--- src/dgpw_pkg.sv ---
// ----------------------------------------------------------------------------
// dgpw_pkg
// Shared constants, types and lookup functions for the digit glyph pixel
// writer: the 3x5 font, matrix geometry and the two-panel LED mapping.
// ----------------------------------------------------------------------------
`default_nettype none

package dgpw_pkg;

    localparam int MatrixColumns = 16;
    localparam int MatrixRows    = 8;
    localparam int GlyphCount    = 11;
    localparam int GlyphRows     = 5;
    localparam int GlyphCols     = 3;
    localparam int GlyphPixels   = GlyphRows * GlyphCols;
    localparam int PanelWidth    = 8;
    localparam int PanelLeds     = 64;

    localparam int CoordW  = 6;
    localparam int CodeW   = 4;
    localparam int ColourW = 24;
    localparam int IndexW  = 7;
    localparam int SlotW   = $clog2(GlyphPixels);
    localparam int GRowW   = $clog2(GlyphRows);
    localparam int GColW   = $clog2(GlyphCols);
    localparam int ColW    = $clog2(MatrixColumns);
    localparam int RowW    = (MatrixRows > 1) ? $clog2(MatrixRows) : 1;

    localparam int InFieldsW   = 2 * CoordW + CodeW + ColourW;
    localparam int InTdataW    = ((InFieldsW + 7) / 8) * 8;
    localparam int OutFieldsW  = IndexW + ColourW;
    localparam int OutTdataW   = ((OutFieldsW + 7) / 8) * 8;

    typedef logic [GlyphPixels-1:0] t_mask;
    typedef logic [GlyphCols-1:0]   t_font_row;

    // One pixel write handed from the scan stage to the output register.
    typedef struct packed {
        logic              valid;
        logic [IndexW-1:0] led_index;
        logic [ColourW-1:0] colour;
        logic              last;
    } t_write;

    // Column 0 of a glyph is bit 2 of its row, column 2 is bit 0.
    localparam t_font_row FONT [GlyphCount][GlyphRows] = '{
        '{3'h7, 3'h5, 3'h5, 3'h5, 3'h7},
        '{3'h1, 3'h1, 3'h1, 3'h1, 3'h1},
        '{3'h7, 3'h1, 3'h7, 3'h4, 3'h7},
        '{3'h7, 3'h1, 3'h7, 3'h1, 3'h7},
        '{3'h5, 3'h5, 3'h7, 3'h1, 3'h1},
        '{3'h7, 3'h4, 3'h7, 3'h1, 3'h7},
        '{3'h7, 3'h4, 3'h7, 3'h5, 3'h7},
        '{3'h7, 3'h1, 3'h1, 3'h1, 3'h1},
        '{3'h7, 3'h5, 3'h7, 3'h5, 3'h7},
        '{3'h7, 3'h5, 3'h7, 3'h1, 3'h7},
        '{3'h0, 3'h0, 3'h7, 3'h0, 3'h0}
    };

    // Scan slot k covers glyph row k / 3 and column k % 3.
    function automatic logic [GRowW-1:0] slot_row(input logic [SlotW-1:0] slot);
        logic [GRowW-1:0] row;
        row = '0;
        for (int k = 0; k < GlyphPixels; k++) begin
            if (slot == SlotW'(k)) begin
                row = GRowW'(k / GlyphCols);
            end
        end
        return row;
    endfunction

    function automatic logic [GColW-1:0] slot_col(input logic [SlotW-1:0] slot);
        logic [GColW-1:0] col;
        col = '0;
        for (int k = 0; k < GlyphPixels; k++) begin
            if (slot == SlotW'(k)) begin
                col = GColW'(k % GlyphCols);
            end
        end
        return col;
    endfunction

    // Two 8-column panels side by side; the right panel follows the left.
    function automatic logic [IndexW-1:0] led_map(input logic [ColW-1:0] px,
                                                  input logic [RowW-1:0] py);
        logic [IndexW:0] base;
        base = (IndexW+1)'(py) * (IndexW+1)'(PanelWidth);
        if (px < ColW'(PanelWidth)) begin
            return IndexW'(base + (IndexW+1)'(px));
        end else begin
            return IndexW'(base + (IndexW+1)'(PanelLeds) + (IndexW+1)'(px)
                           - (IndexW+1)'(PanelWidth));
        end
    endfunction

endpackage

`default_nettype wire

--- src/digit_glyph_pixel_writer.sv ---
// ----------------------------------------------------------------------------
// digit_glyph_pixel_writer
// Expands a draw-digit request into framebuffer writes for a two-panel
// 16x8 LED matrix using a fixed 3x5 font.
// ----------------------------------------------------------------------------
// Usage:
//   The slave channel takes one request per beat: glyph origin, glyph code
//   and colour. The master channel gives one framebuffer write per beat,
//   LED index and colour, with tlast on the final write of the request.
//   Lit pixels go out row by row from the top, left to right within a row;
//   pixels off the matrix are dropped. Codes 11 to 15 and requests whose
//   pixels all fall off the matrix produce no beats at all.
//   The request is stored in the input register, and each write then passes
//   through the output register. Throughput: one write per cycle while the
//   master side does not stall; a request holds the slave channel until its
//   scan mask in the input register is empty, and the next request is taken
//   in the cycle the last write of the current one moves into the output
//   register.
//   A stalled master side holds its beat; the scan waits, and tready on
//   the slave side falls until the remaining writes can move on.
//   Reset empties the scan mask and the output register.
// ----------------------------------------------------------------------------
`default_nettype none

module digit_glyph_pixel_writer (
    input  wire logic                           i_clk,
    input  wire logic                           i_rst_n,
    input  wire logic                           i_s_tvalid,
    output logic                                o_s_tready,
    // i_s_tdata: x_pos[5:0], y_pos[11:6], digit_code[15:12], pixel_colour[39:16]
    input  wire logic [dgpw_pkg::InTdataW-1:0]  i_s_tdata,
    output logic                                o_m_tvalid,
    input  wire logic                           i_m_tready,
    // o_m_tdata: led_index[6:0], led_colour[30:7], zero pad[31]
    output logic [dgpw_pkg::OutTdataW-1:0]      o_m_tdata,
    output logic                                o_m_tlast
);
    import dgpw_pkg::*;

    t_write write_bus;
    logic   out_take;

    dgpw_scan u_scan (
        .i_clk      (i_clk),
        .i_rst_n    (i_rst_n),
        .i_s_tvalid (i_s_tvalid),
        .o_s_tready (o_s_tready),
        .i_s_tdata  (i_s_tdata),
        .i_out_take (out_take),
        .o_write    (write_bus)
    );

    dgpw_out_reg u_out_reg (
        .i_clk      (i_clk),
        .i_rst_n    (i_rst_n),
        .i_write    (write_bus),
        .o_take     (out_take),
        .o_m_tvalid (o_m_tvalid),
        .i_m_tready (i_m_tready),
        .o_m_tdata  (o_m_tdata),
        .o_m_tlast  (o_m_tlast)
    );

endmodule

`default_nettype wire

--- src/dgpw_scan.sv ---
// ----------------------------------------------------------------------------
// dgpw_scan
// Input register and pixel scan. On accept it stores the request and a mask
// of lit on-matrix pixels; it emits the lowest each cycle the output takes.
// ----------------------------------------------------------------------------
`default_nettype none

module dgpw_scan (
    input  wire logic                          i_clk,
    input  wire logic                          i_rst_n,
    input  wire logic                          i_s_tvalid,
    output logic                               o_s_tready,
    input  wire logic [dgpw_pkg::InTdataW-1:0] i_s_tdata,
    input  wire logic                          i_out_take,
    output dgpw_pkg::t_write                   o_write
);
    import dgpw_pkg::*;

    logic [CoordW-1:0]  in_x;
    logic [CoordW-1:0]  in_y;
    logic [CodeW-1:0]   in_code;
    t_mask              n_mask;

    t_mask              r_mask;
    logic [CoordW-1:0]  r_x;
    logic [CoordW-1:0]  r_y;
    logic [ColourW-1:0] r_colour;

    t_mask              low_bit;
    t_mask              rest;
    logic [SlotW-1:0]   slot;
    logic [GRowW-1:0]   row;
    logic [GColW-1:0]   col;
    logic [CoordW-1:0]  px_full;
    logic [CoordW-1:0]  py_full;
    logic               emit;
    logic               accept;

    assign in_x    = i_s_tdata[CoordW-1:0];
    assign in_y    = i_s_tdata[2*CoordW-1:CoordW];
    assign in_code = i_s_tdata[2*CoordW+CodeW-1:2*CoordW];

    // Visibility mask of the incoming glyph, one bit per scan slot.
    always_comb begin
        logic signed [CoordW:0] sx;
        logic signed [CoordW:0] sy;
        logic                   lit;
        n_mask = '0;
        for (int r = 0; r < GlyphRows; r++) begin
            for (int c = 0; c < GlyphCols; c++) begin
                sx = $signed({in_x[CoordW-1], in_x}) + $signed((CoordW+1)'(c));
                sy = $signed({in_y[CoordW-1], in_y}) + $signed((CoordW+1)'(r));
                lit = 1'b0;
                if (in_code < CodeW'(GlyphCount)) begin
                    lit = FONT[in_code][r][GlyphCols-1-c];
                end
                n_mask[r*GlyphCols+c] = lit
                    && (sx >= 0) && (sx < $signed((CoordW+1)'(MatrixColumns)))
                    && (sy >= 0) && (sy < $signed((CoordW+1)'(MatrixRows)));
            end
        end
    end

    assign low_bit = r_mask & (~r_mask + t_mask'(1));
    assign rest    = r_mask & ~low_bit;

    always_comb begin
        slot = '0;
        for (int k = 0; k < GlyphPixels; k++) begin
            if (low_bit[k]) begin
                slot = slot | SlotW'(k);
            end
        end
    end

    assign row     = slot_row(slot);
    assign col     = slot_col(slot);
    assign px_full = r_x + CoordW'(col);
    assign py_full = r_y + CoordW'(row);

    assign emit       = (r_mask != '0) && i_out_take;
    assign o_s_tready = (r_mask == '0) || (emit && (rest == '0));
    assign accept     = i_s_tvalid && o_s_tready;

    always_comb begin
        o_write.valid     = emit;
        o_write.led_index = led_map(px_full[ColW-1:0], py_full[RowW-1:0]);
        o_write.colour    = r_colour;
        o_write.last      = (rest == '0);
    end

    always_ff @(posedge i_clk) begin
        if (!i_rst_n) begin
            r_mask <= '0;
        end else if (accept) begin
            r_mask <= n_mask;
        end else if (emit) begin
            r_mask <= rest;
        end
    end

    always_ff @(posedge i_clk) begin
        if (accept) begin
            r_x      <= in_x;
            r_y      <= in_y;
            r_colour <= i_s_tdata[InFieldsW-1:2*CoordW+CodeW];
        end
    end

endmodule

`default_nettype wire

--- src/dgpw_out_reg.sv ---
// ----------------------------------------------------------------------------
// dgpw_out_reg
// Output register on the master side. It holds one pixel write and loads
// the next one whenever it is empty or its beat is being taken.
// ----------------------------------------------------------------------------
`default_nettype none

module dgpw_out_reg (
    input  wire logic                           i_clk,
    input  wire logic                           i_rst_n,
    input  wire dgpw_pkg::t_write               i_write,
    output logic                                o_take,
    output logic                                o_m_tvalid,
    input  wire logic                           i_m_tready,
    output logic [dgpw_pkg::OutTdataW-1:0]      o_m_tdata,
    output logic                                o_m_tlast
);
    import dgpw_pkg::*;

    logic               r_valid;
    logic [IndexW-1:0]  r_index;
    logic [ColourW-1:0] r_colour;
    logic               r_last;

    assign o_take     = !r_valid || i_m_tready;
    assign o_m_tvalid = r_valid;
    assign o_m_tdata  = OutTdataW'({r_colour, r_index});
    assign o_m_tlast  = r_last;

    always_ff @(posedge i_clk) begin
        if (!i_rst_n) begin
            r_valid <= 1'b0;
        end else if (o_take) begin
            r_valid <= i_write.valid;
        end
    end

    always_ff @(posedge i_clk) begin
        if (o_take && i_write.valid) begin
            r_index  <= i_write.led_index;
            r_colour <= i_write.colour;
            r_last   <= i_write.last;
        end
    end

endmodule

`default_nettype wire

--- config.mk ---
export PLATFORM = sky130hd
export DESIGN_NAME = digit_glyph_pixel_writer
export DESIGN_NICKNAME = d
export VERILOG_FILES = /design/src/dgpw_pkg.sv /design/src/digit_glyph_pixel_writer.sv /design/src/dgpw_scan.sv /design/src/dgpw_out_reg.sv
export SDC_FILE = /design/constraint.sdc
export NUM_CORES = 1
export LEC_CHECK = 0
export BUFFER_PORTS_ARGS = -buffer_cell sky130_fd_sc_hd__buf_4
export CAP_MARGIN = 15
export CORE_MARGIN = 2
export CORE_UTILIZATION = 55
export CTS_CLUSTER_DIAMETER = 80
export DETAILED_ROUTE_END_ITERATION = 16
export PLACE_DENSITY = 0.76
export SKIP_CTS_REPAIR_TIMING = 1
export SLEW_MARGIN = 20
export SYNTH_ARGS = -nofsm -noshare
export SYNTH_HDL_FRONTEND = slang
export SYNTH_SLANG_ARGS = --single-unit
--- constraint.sdc ---
create_clock -name i_clk -period 4.97 [get_ports i_clk]
set_clock_uncertainty 0.15 [all_clocks]
set_input_delay 0.994 -clock i_clk [delete_from_list [all_inputs] [get_ports i_clk]]
set_output_delay 0.994 -clock i_clk [all_outputs]
set_load 0.02 [all_outputs]
== Word-level counts from Yosys, hierarchy flattened ==
Memories as Yosys holds them, arrays and structs flattened.
Index checks and enable logic that the tools add are counted.

* Bits in registers: 79
* Memories: 1
* Bits in read-only memories: 240
* Output and inout port bits: 35
* Input bits: 44
* Word-level logic and storage cells: 191

* Equal/unequal tests: 14
* $add $sub $neg: 13
* $lt $le $gt $ge: 19
* Mux-type cells: 60
* Bitwise logic cells: 5
* Reduce and logical (&&, ||, !) cells: 71

{| class="wikitable"
|+ Memories
! memory !! depth !! bits a word !! rd ports !! clocked after Yosys merged registers in !! write ports !! line !! text
|-
| (name not given) || 16 || 15 || 1 || 0 || 0 || dgpw_scan.sv:55 || <nowiki>lit = FONT[in_code][r][GlyphCols-1-c];</nowiki>
|}

{| class="wikitable"
|+ Operator list
! kind !! number
|-
| $logic_and A1 B1 Y1 || 64
|-
| $mux W15 || 4
|-
| $ge A7 B1 Y1 const B || 6
|-
| $mux W2 || 21
|-
| $and A15 B15 Y15 || 2
|-
| $logic_not A15 Y1 || 2
|-
| $not A15 Y15 || 2
|-
| $eq A4 B4 Y1 const B || 7
|-
| $lt A7 B5 Y1 const B || 4
|-
| $mux W4 || 7
|-
| $add A6 B3 Y7 const B || 3
|-
| $mux W3 || 7
|-
| $mux W1 || 20
|-
| $eq A4 B3 Y1 const B || 4
|-
| $add A15 B1 Y15 const B || 1
|-
| $reduce_bool A15 Y1 || 1
|-
| $add A6 B2 Y7 const B || 2
|-
| $lt A7 B6 Y1 const B || 2
|-
| $ge A6 B1 Y1 const B || 2
|-
| $eq A4 B2 Y1 const B || 2
|-
| $lt A4 B4 Y1 const B || 2
|-
| $add A6 B4 Y7 || 1
|-
| $add A6 B4 Y7 const B || 1
|-
| $add A6 B7 Y7 const B || 1
|-
| 13 further kinds || 14
|}

== Depth between registers and ports, before layout ==
Gate-level depths: netlist of run 1.

* Word-level depth: 36
* Gate-level depth with buffers: 11
* Gate-level depth less buffers: 10

== Modules after synthesis ==
Synthesis of run 1 repeated with hierarchy kept, for this count alone.

* Cells, all modules: 339
* Area, all modules: 3983.8 µm²

{| class="wikitable"
|+ Modules (own cells, without submodules)
! module !! area each (µm²) !! seq. area each (µm²) !! cells each !! instances
|-
| dgpw_scan || 2954.1 || 1231.2 || 300 || 1
|-
| dgpw_out_reg || 1029.7 || 980.9 || 39 || 1
|}

== Worst setup path after synthesis of run 1 ==
OpenSTA, ideal clock, no wires.

* Path kind: reg-to-reg
* Start: register u_scan.r_mask[4]
* End: register u_scan.r_colour[0] (enable)
* Buffers on the path: 1
* Library setup time: 423 ps
* Arrival: 3130 ps
* Data required time: 4397 ps
* Clock period less this slack: 3703 ps
* Stages on the path, launching flop included: 8
* Slack: 1267 ps
* Path through: dfxtp_1 buf_6 nor4_4 nand4b_2 o32a_1 nor4_4 a21oi_2 nor2b_1

{| class="wikitable"
|+ RTL lines
! what !! line !! text
|-
| from (decl) || dgpw_scan.sv:24 || <nowiki>t_mask r_mask;</nowiki>
|-
| from (signal assigned) || dgpw_scan.sv:96 || <nowiki>r_mask <= n_mask;</nowiki>
|-
| from (signal assigned) || dgpw_scan.sv:98 || <nowiki>r_mask <= rest;</nowiki>
|-
| to (signal assigned) || dgpw_scan.sv:106 || <nowiki>r_colour <= i_s_tdata[InFieldsW-1:2*CoordW+CodeW];</nowiki>
|-
| to (decl) || dgpw_scan.sv:27 || <nowiki>logic [ColourW-1:0] r_colour;</nowiki>
|}

==> flow_summary_export.csv, run 1 <==
group,metric,value,unit
routing,detail_route.first_pass.iterations,5,
global_route,antenna_found_initial,0,
critical_path,cp.arrival,2.58,ns
yosys,syn_area_per_cell,12.21,sq um
routing,ant_nets,0,
yosys,yosys-top-cells-area,"edfxtp_1 (50%), dfxtp_1 (8.4%), ha_1 (4.9%)",
finish,nets,443,
die,fp.dieH,87.22,microns
cts,clkSinkCount,79,
yosys,synthFlopType,"edfxtp_1",
cts,cts_root_buf,"clkbuf_8",
sta,slew_headroom,44.90,%
global_route,grt_start_max_net_pins,33,
routing,drcViolationCount,0,
pwr,seq_power_share,54.5,%
placement,io_buffers,77,
critical_path,cp_cell_sequence,"nor4_4, nand4b_2, o32a_1, nor4_4, a21oi_2, inv_1, buf_4",
routing,drt-total-wl,7960,microns
cts,clock_latency,0.35,ns
sta,layout_setup_ws,1.242,ns
yosys,synth_edf_count,63,
critical_path,cp_slowest_cell,"nor4_4",
critical_path,r2r_start,"u_scan.r_mask[4]",
pwr,p_sw_share,24.39,%
global_route,grt-ovfl-total,0,
die,initial_core_util,56.37,%
finish,syn_to_final_growth,21.22,%
yosys,yosysWarnings,0,
global_route,grt_pass1_vias,2491,
finish,drive_above_1_share,27.65,%
sta,fin_tns_setup,0,ns
sta,tightest_slew,0.8190,ns
placement,pre_cts_ws,1.568,ns
sta,period_share,75.01,%
yosys,netlist_instances,312,
placement,gp_congestion,0.9623,
critical_path,crit_top_cell,"nor4_4",
pwr,combPwrFrac,10.2,%
pwr,powerDensity,298.9,nW/um^2
pwr,clockPowerShare,35.3,%
yosys,async_flop_share,0,%
global_route,grt_usage,21.00,%
die,io_pins,79,
finish,antennaDiodeCount,0,
cts,htreeDepth,3,
placement,dpl.hpwl,5847,microns
routing,drtIter0Drc,195,
worst_hold_path,hp-start,"u_scan.r_colour[9]",
critical_path,criticalPathCategory,"reg -> out",
critical_path,slowest_delay,0.56,ns
critical_path,end_kind,"output port",
sta,hold_violations,0,
finish,layout_commonest_cell,"buf_4",
routing,vias,2742,
die,dieWidth,87.22,microns
cts,numCtsBuffers,9,
sta,finalMaxSlewViolations,0,
pwr,intPower,1043,uW
yosys,synth.distinct_cells,58,
yosys,synth.top_cell.area_share,49.67,%
critical_path,crit_fanout,13,
pwr,ir_worst_vdd,0.0001656,V
pwr,switchingPower,336.5,uW
job,drv_cap,0,
routing,wl_per_cell,17.04,microns
worst_hold_path,hold_class,"reg -> reg",
sta,post-route-min-period,3.728,ns
finish,final_cell_mix,"buf_4 (79), edfxtp_1 (63), nor2_1 (18), o21ai_0 (18), dfxtp_1 (16)",
yosys,synth-seq-cells,79,
critical_path,worstSetupStartpoint,"u_scan.r_mask[4]",
die,core_area,6756,sq um
finish,final_cells,467,
sta,hold_ws,0.2666,ns
sta,grt_setup_unrepaired,"no",
pwr,report.power.total,1380,uW
cts,cts.path.max_buffers,2,
routing,via_per_inst,5.872,
global_route,grt_pass1_wl,12080,microns
yosys,synth_area,3809,sq um
pwr,p_leak,0.001848,uW
critical_path,cp.required,3.83,ns
cts,cts_tree,"yes",
die,die_area,7606,sq um
yosys,syn_nets,373,
critical_path,start_kind,"register",
run_status,status,"completed",
sta,setup_viol_count_final,0,
die,rows,30,
sta,fmax,0.2682,GHz
yosys,synth_top_area_cell,"edfxtp_1",
yosys,synth_seq_area_share,58.08,%
placement,dp_cells,451,
cts,clk_pin_slew,0.09,ns
## final timing paths
path	to	slack [ns]	cells past startpoint
min reg2reg	u_out_reg.r_colour[9]	0.27	0
max	o_s_tready	1.24	7
max reg2reg	u_out_reg.r_index[2]	1.53	8
min	u_out_reg.r_colour[9]	0.27	0
## power by group through the flow
stage	clock, uW	combinational, uW	sequential (uW)
3_3_place_gp	0	137	766
4_1_cts	495	141	753
2_1_floorplan	0	64.8	780
3_5_place_dp	0	141	768
6_report	487	141	752
5_1_grt	520	154	755
## sequential cells by signal (all words and copies together), names as in the netlist
signal                count
u_out_reg.r_colour       24
u_scan.r_y                3
u_out_reg.o_m_tlast       1
u_scan.r_mask            15
u_scan.r_colour          24
u_out_reg.o_m_tvalid      1
u_scan.r_x                4
u_out_reg.r_index         7
## metal layers
| metal | wire [microns] | GRT usage (%) |
|---|---|---|
| met4 | 135 | 8.671 |
| met1 | 3320 | 26.80 |
| met2 | 3994 | 34.28 |
| met3 | 510 | 5.308 |
| met5 | 0 | 0 |
## critical path: cells and delay by family, from the launching register on
| family | cells | cell delay [ns] |
|---|---|---|
| buf+inv | 2 | 0.22 |
| compound gates | 2 | 0.48 |
| flops | 1 | 0.40 |
| simple gates | 3 | 1.13 |
## kinds of logic after synthesis
| logic type | synth area share (%) |
|---|---|
| AO/OA/AOI/OAI | 15.74 |
| AND/OR/NAND/NOR | 13.14 |
| flip-flops | 58.08 |
| buffers and inverters | 3.450 |
| adder cells (fa/ha/maj) | 6.242 |
| XOR/XNOR | 1.610 |
| multiplexers | 1.643 |
| other | 0.09846 |
## Yosys cell counts, types with 5 or more instances
cell	instances
a21oi_1	11
clkbuf_1	17
dfxtp_1	16
edfxtp_1	63
ha_1	15
inv_1	10
nand2_1	15
nand3_1	9
nor2_1	19
nor2b_1	5
nor3_1	6
o211ai_1	5
o21a_1	6
o21ai_0	19
o311ai_0	8
o31ai_1	7
## final cells by class
cell class              instances  area (sq um)
flip-flops and latches         79          2212
clock buffers                   9         123.9
fillers                       519          2140
well taps                      80         100.1
multi-input cells             203          1470
repair buffers                 79         593.1
clock inverters                 7         80.08
inverters                      10         37.54
## through the flow
| stage | instance area, sq um | utilization [%] |
|---|---|---|
| 2_1_floorplan | 3809 | - |
| 3_3_place_gp | 4413 | 65.31 |
| 3_5_place_dp | 4413 | 65.31 |
| 4_1_cts | 4617 | 68.33 |
| 5_1_grt | 4617 | 68.33 |
| 6_report | 4617 | 68.33 |
(Power assumes the default switching activity.)
==> run 2, diff against run 1 <==
Settings changed: ABC_AREA from default to 1.
Clock period 4.97 ns to 3.5 ns, I/O delays scaled along.
==> run 2 against run 1 <==
Effect of this change: via count increased by 5.9%; global-route usage increased by 1.1 points; register-to-register slack got worse by 0.67 ns; clock power increased by 34%; worst hold slack improved by 0.0045 ns; total power increased to 3.0 times the previous value; non-clock buffer count unchanged; count of clock-buffer cells in the layout increased by 1; largest cell class unchanged; design area increased by 1.0%.
==> flow_summary_export.csv, run 2 <==
group,metric,value,unit
cts,cts_root_buf,"clkbuf_8",
routing,via_per_inst,5.348,
sta,grt_setup_unrepaired,"no",
yosys,synth.distinct_cells,40,
critical_path,start_kind,"register",
critical_path,cp_top_family,"simple AND/OR/NAND/NOR gates",
critical_path,end_kind,"output port",
die,die_area,7583,sq um
critical_path,slowest_delay,0.38,ns
critical_path,critPathBufInv,1,
sta,hold_violations,0,
die,initial_core_util,56.50,%
die,dieWidth,87.08,microns
routing,detail_route.first_pass.iterations,5,
finish,antennaDiodeCount,0,
yosys,synthFlopType,"edfxtp_1",
sta,tightest_slew,0.6929,ns
critical_path,cp_cell_sequence,"nor2_4, nand2_4, nor2_8, nand2_2, nand2_1, nand3_1, nor2_2, nand3_2, nand2_1, buf_4",
cts,cts.path.max_buffers,2,
critical_path,criticalPathCategory,"reg -> out",
critical_path,cp.arrival,2.06,ns
die,core_area,6719,sq um
yosys,synth.most_common_cell,"nand2_1",
pwr,p_leak,0.002098,uW
yosys,synth_top_family_by_area,"simple AND/OR/NAND/NOR gates",
sta,fin_tns_setup,0,ns
sta,setup_viol_count_final,0,
sta,fmax,0.3441,GHz
yosys,syn_nets,437,
yosys,syn_area_per_cell,10.10,sq um
critical_path,reg2reg_setup_slack,0.86,ns
yosys,synth_area,3796,sq um
yosys,async_flop_share,0,%
yosys,synth_adder_area_share,5.999,%
cts,cts_tree,"yes",
global_route,grt_pass1_vias,2764,
die,io_pins,79,
sta,finalMaxSlewViolations,0,
sta,post-route-min-period,2.906,ns
global_route,grt_usage,22.14,%
yosys,synth_edf_count,63,
yosys,synth_seq_area_share,58.27,%
worst_hold_path,hold_class,"reg -> reg",
routing,wl_per_cell,14.81,microns
critical_path,crit_fanout,6,
job,drv_cap,0,
global_route,grt-ovfl-total,0,
yosys,synth-simple-area-share,18.89,%
yosys,synth-seq-cells,79,
cts,htreeDepth,3,
critical_path,crit_top_cell,"nand2_1",
critical_path,cp_slowest_cell,"dfxtp_1",
yosys,synthXorXnorAreaFrac,1.615,%
yosys,yosysWarnings,0,
routing,drtIter0Drc,204,
yosys,synth.area.mux_share,0,%
yosys,synth_compound_area_share,8.734,%
finish,drive_above_1_share,23.33,%
yosys,synth_top_area_cell,"edfxtp_1",
routing,drt-total-wl,8043,microns
routing,drcViolationCount,0,
yosys,synth_common_cells,"nand2_1 (78), edfxtp_1 (63), inv_1 (49)",
routing,vias,2904,
pwr,report.power.total,4192,uW
finish,syn_to_final_growth,22.84,%
yosys,synth.top_cell.area_share,49.84,%
critical_path,cp.required,2.65,ns
global_route,grt_start_max_net_pins,33,
die,rows,30,
pwr,ir_worst_vdd,0.0003114,V
finish,top_regs,"u_out_reg.r_colour x24, u_scan.r_colour x24, u_scan.r_mask x15",
run_status,status,"completed",
sta,period_share,83.03,%
global_route,antenna_found_initial,0,
routing,ant_nets,0,
yosys,yosys-top-cells-area,"edfxtp_1 (50%), dfxtp_1 (8.4%), nand2_1 (7.7%)",
die,fp.dieH,87.08,microns
finish,nets,519,
cts,clkSinkCount,79,
finish,final_cell_mix,"nand2_1 (78), buf_4 (78), edfxtp_1 (63)",
global_route,grt_pass1_wl,12700,microns
placement,dp_cells,527,
placement,io_buffers,77,
sta,slew_headroom,53.22,%
placement,dpl.hpwl,6203,microns
cts,clock_latency,0.34,ns
cts,numCtsBuffers,9,
finish,final_cells,543,
pwr,powerDensity,898.9,nW/um^2
placement,gp_congestion,1.016,
cts,clk_pin_slew,0.08,ns
yosys,netlist_instances,376,
run 2: cell types whose count changed in the layout (fill, tap and decap cells not counted), sizes merged, moves of 5 or more:
cell	delta
inv	+41
nand2	+66
nand3	+17
nor2	+17
nor2b	-5
nor4	-6
o21a	-6
o311ai	-6
o31ai	-6
run 2: worst reg2reg max path, delay by kind of cell, from the launching register on:
family | cells | cell delay [ns]
compound gates | 1 | 0.52
buf+inv | 1 | 0.26
flops | 1 | 0.38
simple gates | 8 | 1.04
run 2: stage by stage:
| stage | setup WS (ns) | area [sq um] | util, % | hold slack, ns |
|---|---|---|---|---|
| floorplan | 0.1986 | 3796 | - | 0.2503 |
| global placement | 0.9818 | 4468 | 66.50 | 0.2506 |
| detailed placement | 0.8885 | 4468 | 66.50 | 0.2545 |
| CTS | 0.6075 | 4663 | 69.40 | 0.2725 |
| global route | 0.3631 | 4663 | 69.40 | 0.2778 |
| finish | 0.5938 | 4663 | 69.40 | 0.2711 |
run 2: cells by family after synthesis:
kind of cell,count (synthesis)
other,1
buffers and inverters,61
DFF,79
xor gates and xnor gates,7
adders and majority gates,17
AOI/OAI and AO/OA,55
and+or+nand+nor,156
run 2: layout make-up:
class / instances / area [sq um]
Sequential cell: 79 / 2212
Tap cell: 80 / 100.1
Inverter: 53 / 198.9
Timing Repair Buffer: 79 / 605.6
Fill cell: 514 / 2056
Clock inverter: 6 / 67.56
Clock buffer: 10 / 127.6
Multi-Input combinational cell: 236 / 1351
run 2: layer usage:
metal | track usage [%] | vias up | share of wire (%)
li1 | - | 1435 | -
met1 | 26.18 | 1314 | 40
met2 | 38.17 | 139 | 50
met3 | 5.403 | 16 | 7.8
met4 | 9.801 | 0 | 2.3
met5 | 0 | - | 0
run 2: power by group:
group          internal, uW  switching [uW]  total (uW)
clock network           333             320         654
logic                   613            1120        1730
registers              1640             163        1810
run 2: path summary, 6_finish.rpt:
kind / from / to / cells past startpoint
hold / removal: u_scan.r_colour[22] / u_out_reg.r_colour[22] / 0
setup reg to reg: u_scan.r_mask[0] / u_scan.r_colour[4] / 10
hold reg to reg: u_scan.r_colour[22] / u_out_reg.r_colour[22] / 0
setup / recovery: u_scan.r_mask[0] / o_s_tready / 10
==> run 3, diff against run 2 <==
Clock period 3.5 ns to 2.96 ns, I/O delays scaled along.
==> run 3 against run 2 <==
Effect of this change: sequential share of layout area fell by 0.53 points; count of clock-buffer cells in the layout fell by 1; total power rose by 21%; critical path depth did not move; highest routed layer unchanged; non-clock buffer count rose by 5; largest cell class unchanged; die area did not move.
==> flow_summary_export.csv, run 3 (synthesis results as in run 2) <==
group,metric,value,unit
run_status,status,"completed",
finish,drive_above_1_share,25.43,%
cts,cts_tree,"yes",
placement,gp_congestion,0.9706,
routing,drtIter0Drc,199,
global_route,grt_start_max_net_pins,33,
routing,wl_per_cell,16.10,microns
critical_path,crit_top_cell,"nor2_1",
critical_path,cp.arrival,2.08,ns
routing,wl_met3,573,microns
placement,placed_area,4488,sq um
critical_path,start_kind,"register",
critical_path,cp_cell_sequence,"nor2_4, nand2_4, nor2_8, nor2_1, nor2_1, nand3_1, nor2_2, nand3_2, nand2_2, buf_4",
routing,drt-total-wl,8821,microns
sta,finalMaxSlewViolations,0,
global_route,grt_pass1_vias,2811,
routing,wl_met1,3704,microns
finish,layout_commonest_cell,"buf_4",
sta,post-route-min-period,2.818,ns
global_route,grt_usage,24.29,%
critical_path,crit_fanout,7,
die,fp.dieH,87.08,microns
pwr,report.power.total,5074,uW
die,core_area,6719,sq um
routing,vias,2954,
critical_path,cp_slowest_cell,"dfxtp_1",
critical_path,criticalPathCategory,"reg -> out",
sta,hold_violations,0,
pwr,ir_worst_vdd,0.0003725,V
sta,setup_viol_count_final,0,
finish,final_cells,548,
die,initial_core_util,56.50,%
placement,dp_cells,529,
pwr,powerDensity,1075,nW/um^2
finish,antennaDiodeCount,0,
routing,drcViolationCount,0,
sta,tightest_slew,0.9497,ns
critical_path,cp.required,2.22,ns
routing,detail_route.first_pass.iterations,5,
worst_hold_path,hold_class,"in -> reg",
routing,dr_wl_met2,4374,microns
cts,htreeDepth,3,
finish,postLayoutCellArea,4718,sq um
placement,io_buffers,77,
die,die_area,7583,sq um
job,drv_cap,0,
cts,cts.path.max_buffers,2,
routing,ant_nets,0,
global_route,grt-ovfl-total,0,
sta,fmax,0.3549,GHz
critical_path,slowest_delay,0.38,ns
die,dieWidth,87.08,microns
routing,routed.top_layer,"met4",
cts,clkSinkCount,79,
critical_path,cp_top_family,"simple AND/OR/NAND/NOR gates",
routing,via_per_inst,5.391,
finish,finish.utilization,70.22,%
cts,clk_pin_slew,0.10,ns
finish,final_cell_mix,"buf_4 (83), nand2_1 (76), edfxtp_1 (63)",
pwr,p_leak,0.002128,uW
die,rows,30,
critical_path,critPathBufInv,1,
cts,cts_root_buf,"clkbuf_8",
sta,slew_headroom,35.88,%
sta,period_share,95.19,%
die,io_pins,79,
placement,dpl.hpwl,6749,microns
finish,top_regs,"u_out_reg.r_colour x24, u_scan.r_colour x24, u_scan.r_mask x15",
cts,numCtsBuffers,9,
cts,clock_latency,0.36,ns
global_route,grt_pass1_wl,13810,microns
critical_path,end_kind,"output port",
finish,nets,524,
finish,syn_to_final_growth,24.29,%
global_route,antenna_found_initial,0,
-- run 3: cell types whose count changed in the layout (fill, tap and decap cells not counted), sizes merged --
cell    before  now
bufinv       1    0
inv         54   57
clkinv       3    2
clkbuf      10    9
buf         79   84
-- run 3: cell type report --
class / count / area (sq um)
fill: 511 / 2001
inverter: 53 / 198.9
clock inverter: 7 / 75.07
multi-input combinational: 236 / 1364
clock buffer: 9 / 123.9
timing repair buffer: 84 / 643.1
tap: 80 / 100.1
sequential: 79 / 2213
-- run 3: power breakdown --
part / total (uW) / internal [uW] / switching [uW] / leakage (uW)
combinational: 2150 / 782 / 1370 / 0.00129
clock: 780 / 335 / 446 / 0.0000990
sequential: 2140 / 1940 / 201 / 0.000743
total: 5070 / 3060 / 2020 / 0.00213
-- run 3: worst register-to-register path: cells and delay by family, from the launching register on --
| kind | cells | cell delay, ns |
|---|---|---|
| buf+inv | 1 | 0.14 |
| xor+xnor | 2 | 0.31 |
| simple gates | 5 | 0.53 |
| compound gates | 2 | 0.31 |
| flops | 1 | 0.45 |
| fa+ha+maj | 1 | 0.44 |
-- run 3: worst paths after layout --
check	start	endpoint	slack, ns	depth (start not counted)
worst max-delay path	u_scan.r_mask[0]	o_s_tready	0.14	10
worst min-delay path	i_s_tdata[19]	u_scan.r_colour[3]	0.25	1
worst max register to register	u_scan.r_mask[0]	u_out_reg.r_index[5]	0.37	11
worst min register to register	u_scan.r_colour[21]	u_out_reg.r_colour[21]	0.26	0
-- run 3: per-layer routing --
metal | track usage, % | up-vias
li1 | - | 1450
met5 | 0 | -
met4 | 10.37 | 0
met3 | 3.697 | 15
met1 | 31.13 | 1350
met2 | 41.01 | 139
-- run 3: through the flow --
stage / setup TNS, ns / hold WS [ns] / worst slack [ns]
floorplan: 0 / 0.2503 / 0.2540
global placement: 0 / 0.2502 / 0.4766
detailed placement: 0 / 0.2554 / 0.4613
CTS: 0 / 0.2457 / 0.06321
global route: -0.008582 / 0.2367 / -0.008582
finish: 0 / 0.2549 / 0.1423
